### src/design/ppp_pkg.sv
// ----------------------------------------------------------------------------
// ppp_pkg: shared types and constants of the paged two-plane pixel plotter
// Panel geometry, plane memory size, request and register codes.
// ----------------------------------------------------------------------------
package ppp_pkg;

    localparam int PANEL_COLS    = 128;
    localparam int PANEL_LINES   = 250;
    localparam int MAX_PAGE_ROWS = 64;

    localparam int PLANE_DEPTH   = 1024;
    localparam int ADDR_W        = $clog2(PLANE_DEPTH);
    localparam int FILL_W        = ADDR_W + 1;
    localparam int BYTES_PER_ROW = PANEL_COLS / 8;
    localparam int COORD_W       = 16;
    localparam int TOP_W         = 16;
    localparam int ROWS_W        = 7;

    typedef enum logic [1:0] {
        REQ_DRAW = 2'd0,
        REQ_PAGE = 2'd1,
        REQ_READ = 2'd2,
        REQ_NONE = 2'd3
    } t_req;

    typedef enum logic [2:0] {
        CFG_ROTATION  = 3'd0,
        CFG_FLIP_MODE = 3'd1,
        CFG_PAGE_ROWS = 3'd2,
        CFG_DRAW_W    = 3'd3,
        CFG_DRAW_H    = 3'd4,
        CFG_DEF_COLOR = 3'd5
    } t_cfg_idx;

    typedef struct packed {
        logic [1:0]        rotation;
        logic [1:0]        flip_mode;
        logic [ROWS_W-1:0] rows;
        logic [7:0]        draw_w;
        logic [7:0]        draw_h;
        logic [TOP_W-1:0]  top_row;
    } t_geom;

    typedef struct packed {
        logic              hit;
        logic [ADDR_W-1:0] addr;
        logic [2:0]        bit_sel;
    } t_hit;

endpackage

### src/design/ppp_xform.sv
// ----------------------------------------------------------------------------
// ppp_xform: pixel coordinate transform and page hit check
// Stage one mirrors and rotates the pixel; stage two checks the page bounds
// and forms the plane byte address and bit select.
// ----------------------------------------------------------------------------
module ppp_xform
    import ppp_pkg::*;
(
    input  logic               i_clk,
    input  t_geom              i_geom,
    input  logic signed [10:0] i_x,
    input  logic signed [10:0] i_y,
    output t_hit               o_hit
);

    localparam logic signed [COORD_W-1:0] ROT_XOFF = COORD_W'(PANEL_COLS - 7);
    localparam logic signed [COORD_W-1:0] ROT_YOFF = COORD_W'(PANEL_LINES - 1);
    localparam int DY_W = TOP_W + 2;

    logic signed [COORD_W-1:0] sx, sy, dw, dh, fx, fy, n_x1, n_y1;
    logic signed [COORD_W-1:0] r_x1, r_y1;
    logic signed [DY_W-1:0]    dy;
    logic                      in_y, in_x;
    logic [ROWS_W-1:0]         row;
    logic [COORD_W-1:0]        addr_full;
    t_hit                      n_hit, r_hit;

    always_comb begin
        sx = COORD_W'(i_x);
        sy = COORD_W'(i_y);
        dw = $signed({{(COORD_W-8){1'b0}}, i_geom.draw_w});
        dh = $signed({{(COORD_W-8){1'b0}}, i_geom.draw_h});
        fx = i_geom.flip_mode[0] ? dw - sx : sx;
        fy = i_geom.flip_mode[1] ? dh - sy : sy;
        case (i_geom.rotation)
            2'd0: begin
                n_x1 = fx;
                n_y1 = fy;
            end
            2'd1: begin
                n_x1 = ROT_XOFF - fy;
                n_y1 = fx;
            end
            2'd2: begin
                n_x1 = ROT_XOFF - fx;
                n_y1 = ROT_YOFF - fy;
            end
            default: begin
                n_x1 = fy;
                n_y1 = ROT_YOFF - fx;
            end
        endcase
    end

    always_ff @(posedge i_clk) begin
        r_x1 <= n_x1;
        r_y1 <= n_y1;
    end

    always_comb begin
        dy   = $signed({{(DY_W-COORD_W){r_y1[COORD_W-1]}}, r_y1})
             - $signed({2'b00, i_geom.top_row});
        in_y = !dy[DY_W-1] && (dy < $signed({{(DY_W-ROWS_W){1'b0}}, i_geom.rows}));
        in_x = !r_x1[COORD_W-1]
            && (r_x1 < $signed({{(COORD_W-8){1'b0}}, i_geom.draw_w}));
        row  = i_geom.rows - ROWS_W'(1) - dy[ROWS_W-1:0];
        addr_full = COORD_W'(row) * COORD_W'(BYTES_PER_ROW)
                  + {3'b000, r_x1[COORD_W-1:3]};
        n_hit.hit     = in_y && in_x && (addr_full < COORD_W'(PLANE_DEPTH));
        n_hit.addr    = addr_full[ADDR_W-1:0];
        n_hit.bit_sel = r_x1[2:0];
    end

    always_ff @(posedge i_clk) begin
        r_hit <= n_hit;
    end

    assign o_hit = r_hit;

endmodule

### config.mk
export PLATFORM = sky130hd
export DESIGN_NAME = ppp_xform
export DESIGN_NICKNAME = d
export VERILOG_FILES = /design/src/design/ppp_pkg.sv /design/src/design/ppp_xform.sv
export SDC_FILE = /design/constraint.sdc
export NUM_CORES = 1
export LEC_CHECK = 0
export BUFFER_PORTS_ARGS = -buffer_cell sky130_fd_sc_hd__buf_4
export CORE_ASPECT_RATIO = 0.5
export CORE_UTILIZATION = 30
export DETAILED_ROUTE_END_ITERATION = 8
export SYNTH_ARGS = -nofsm -noshare
export SYNTH_HDL_FRONTEND = slang
export SYNTH_SLANG_ARGS = --single-unit
### constraint.sdc
create_clock -name i_clk -period 9.15 [get_ports i_clk]
set_clock_uncertainty 0.05 [all_clocks]
set_input_delay 1.3725 -clock i_clk [delete_from_list [all_inputs] [get_ports i_clk]]
set_output_delay 1.3725 -clock i_clk [all_outputs]
set_load 0.01 [all_outputs]
==> impl.org <==
** Global route
- Number of global-route vias before repair :: 4425
- Global routing finished with a remaining overflow of 0.
- Number of antenna violations at the first check in global routing :: 0
- The first global-routing pass estimated 22.1 mm of wire.
- Maximum number of pins on one net before global-route repair :: 49
- Across every metal layer, demand over resource in global routing totals 15.9%.

** Critical path
- Worst EP required :: 9300 ps
- Type of destination of the critical path :: register
- Worst endpoint data arrival time :: 4680 ps
- The critical path goes through buf_4, inv_1, ha_1, nor2b_1, o21ai_0, a21boi_1, nor2_1, ha_1, inv_1, nor2_1, nor2_1, o21bai_1, a21oi_1, xnor2_1, ha_1, nor3_1, o211ai_1, nor3_1, nand4_1, a311o_1, nor4_2.
- Kind of critical path :: input port to register
- Worst-path fanout max :: 4
- The worst setup path is launched from an input port.
- For this run, the slowest stage of the critical path takes 300 ps.
- The largest individual stage delay along the critical path comes from the cell a311o_1.

** Drt
- Using the TritonRoute via totals, the vias-per-cell ratio works out to 5.07.
- After detailed routing, the total wire length is 13.6 mm.
- For this run, design rule violations remaining after detail routing come to 0.
- Remaining antenna violation count after routing :: 0
- The first detailed-routing pass ran for 5 iterations.
- After the first detailed-routing iteration, the DRC count stood at 321.
- Dividing the detail-routed wire length by the instance count gives 14.3 µm.
- Routed vias :: 4827

** Placed design
- Routability congestion estimate from global placement :: 0.844
- Before CTS, the worst setup slack after placement is 4340 ps.
- During placement, the flow inserted port buffers numbering 79.
- Final HPWL from detailed placement :: 11.2 mm
- Dpl cell area :: 5820 µm²
- Number of placed cells counting well taps :: 944

** Yosys
- In this run, distinct cell masters in the synthesized netlist total 72.
- After technology mapping, the gate count stands at 662.
- Top FF cell, synth :: dfxtp_1
- Net count after synthesis :: 794
- Sequential-to-total area share from yosys stat :: 18.3%
- In this run, synthesis inferred 0 flip-flops with an integrated enable.
- Mean post-synth cell area :: 7.58 µm²
- Synthesis inferred 46 register bits.
- The mapped netlist covers 5020 µm².
- Counting flops with an async set or reset pin after synthesis yields a share of 0%.
- During synthesis, Yosys emitted a total of 0 warnings.

** Die
- Placeable Area :: 15900 µm²
- Die Y :: 93.5 µm
- The initial utilization of the core area, before any placement, comes to 31.7%.
- Width of the die :: 185 µm
- I/O pins :: 80
- The floorplan has 32 rows.
- The die covers 17300 µm².

** Power
- Power spread over the standard cell area amounts to 189 nW/µm².
- Leakage :: 2.78 nW
- Power consumption :: 1.13 mW
- VDD sags by at most 0.000110 V.

** STA
- Setup repair after global routing missed its margin :: no
- Headroom to the max-slew limit came out at 45.5%.
- Final hold analysis gives a worst-case slack of 311 ps.
- Shortest clock period the worst path allows after layout :: 4530 ps
- Final Hold Violating Endpoints :: 0
- Max Fclk :: 221 MHz
- At the pin with the least slew margin, the transition time is 817 ps.
- Final Max Tran Viols :: 0
- Final worst slack :: 4620 ps
- The worst path uses 49.5% of the clock period.
- Setup violations remaining at the end of the flow were counted as 0.
- In the final timing run, aggregate negative setup slack is 0 ps.

** Clocking
- Number of resized instances in the post-cts repair step :: 0
- Number of clock sinks :: 46
- H-tree depth :: 2
- TritonCTS built the clock tree.
- Clock buffers created by TritonCTS :: 5
- The cell sitting at the root of the clock tree is a clkbuf_16.
- Worst-case clock buffer depth :: 2
- Setup repair bufs after CTS :: 0
- After clock tree synthesis, the clock-pin slew on the worst setup and hold paths is 70 ps.
- Clock latency on the worst-skew pair, taken at its later pin, is 280 ps.
- Cts hold-fix bufs :: 0

** Min path
- The min-delay analysis places its worst path in the category register to register.

** Cells and area
- The number of antenna diodes in the final layout is 0.
- Share of layout cells above drive strength 1 :: 15.0%
- Number of nets in the final layout :: 862
- The finished cells cover 5960 µm².
- In the layout the commonest cells are buf_4, inv_1, ha_1.
- Measured on the finished design, the core utilization comes to 37.6%.
- Most common library cell in the layout ignoring fill and taps :: buf_4
- Leaving out filler cells and counting taps, the final layout contains 952.
- Signed area change from the synthesized netlist to the final layout :: 18.8%

** Job
- Max-cap violations in this run came to 0.

** Outcome
- The run finished with clean final reports.
[path summary, 6_finish.rpt]
| kind | from | slack, ps | endpoint | depth (start not counted) |
|---|---|---|---|---|
| max reg2reg | r_y1[0] | 5430 | o_hit[13] | 15 |
| max | i_geom[1] | 4620 | o_hit[13] | 21 |
| min reg2reg | r_x1[0] | 310 | o_hit[0] | 0 |
| min | r_x1[0] | 310 | o_hit[0] | 0 |
[layout make-up]
class,instances,area [µm²]
multi-input combinational,519,3730
clock inverter,3,23.8
sequential,46,921
clock buffer,5,125
tap,221,277
inverter,79,297
timing repair buffer,79,593
fill,1666,9890
[sequential cells by signal, indices dropped and copies added (netlist names)]
| register | cells |
|---|---|
| r_y1 | 16 |
| r_x1 | 16 |
| o_hit | 14 |
[synthesized netlist by cell type (all sizes together) (3+ instances only)]
| cell | n | area share, % |
|---|---|---|
| a21boi | 4 | 0.60 |
| nand2 | 59 | 4.4 |
| nor3b | 5 | 0.75 |
| nor4 | 3 | 0.50 |
| a21oi | 46 | 4.7 |
| o21bai | 5 | 0.75 |
| a32oi | 6 | 1.0 |
| mux2 | 4 | 0.90 |
| o211ai | 8 | 1.3 |
| nor2b | 10 | 1.2 |
| clkbuf | 12 | 0.90 |
| nor4bb | 3 | 0.60 |
| nand3b | 5 | 0.75 |
| a21o | 8 | 1.2 |
| o2111ai | 6 | 1.0 |
| ha | 61 | 15 |
| and2 | 4 | 0.50 |
| or3 | 5 | 0.62 |
| o21a | 5 | 0.75 |
| mux2i | 20 | 4.0 |
| xor2 | 11 | 1.9 |
| fa | 5 | 2.0 |
| xnor2 | 22 | 3.8 |
| o22ai | 7 | 0.87 |
| o21ai | 46 | 4.6 |
| nor3 | 6 | 0.60 |
| o31a | 4 | 0.70 |
| buf | 6 | 0.55 |
| a221o | 3 | 0.60 |
| and3 | 4 | 0.50 |
| o31ai | 6 | 1.3 |
| nand2b | 7 | 0.87 |
| nor2 | 52 | 3.9 |
| dfxtp | 46 | 18 |
| nand3 | 20 | 2.1 |
| inv | 79 | 5.9 |
| a31oi | 6 | 0.75 |
| a2bb2oi | 5 | 0.87 |
| or2 | 6 | 0.75 |
| a211oi | 13 | 2.1 |
| a311oi | 3 | 0.77 |
| nand4 | 7 | 0.87 |
[layer usage]
| layer | global-route usage, % | part of all wire (%) | vias to the layer above |
|---|---|---|---|
| met2 | 24.3 | 41 | 107 |
| li1 | - | - | 2504 |
| met5 | 0 | 0 | - |
| met3 | 0.623 | 3.8 | 6 |
| met4 | 2.75 | 0.58 | 0 |
| met1 | 24.5 | 55 | 2210 |
[cell families (layout without fill, tap and decap cells)]
group / Yosys count / in the layout / share of synthesized area [%]
AO/OA/AOI/OAI: 195 / 195 / 26.6
XOR/XNOR: 33 / 33 / 5.76
adder cells (fa/ha/maj): 66 / 66 / 17.2
buffers and inverters: 97 / 166 / 7.35
flip-flops: 46 / 46 / 18.3
multiplexers: 24 / 24 / 4.89
AND/OR/NAND/NOR: 201 / 201 / 19.8
[report_power, final]
part / leakage [nW] / switching [mW] / internal [mW]
Sequential: 0.388 / 0.0272 / 0.252
Combinational: 2.32 / 0.367 / 0.296
Clock: 0.0664 / 0.0818 / 0.102
Total: 2.78 / 0.476 / 0.651
[worst max-delay path: cells and delay by family]
kind / cells / cell delay, ps
buffers and inverters: 3 / 300
AND/OR/NAND/NOR: 8 / 1180
adder cells (fa/ha/maj): 3 / 690
AO/OA/AOI/OAI: 6 / 1050
XOR/XNOR: 1 / 90
No activity file was read; power rests on OpenSTA's default activity.
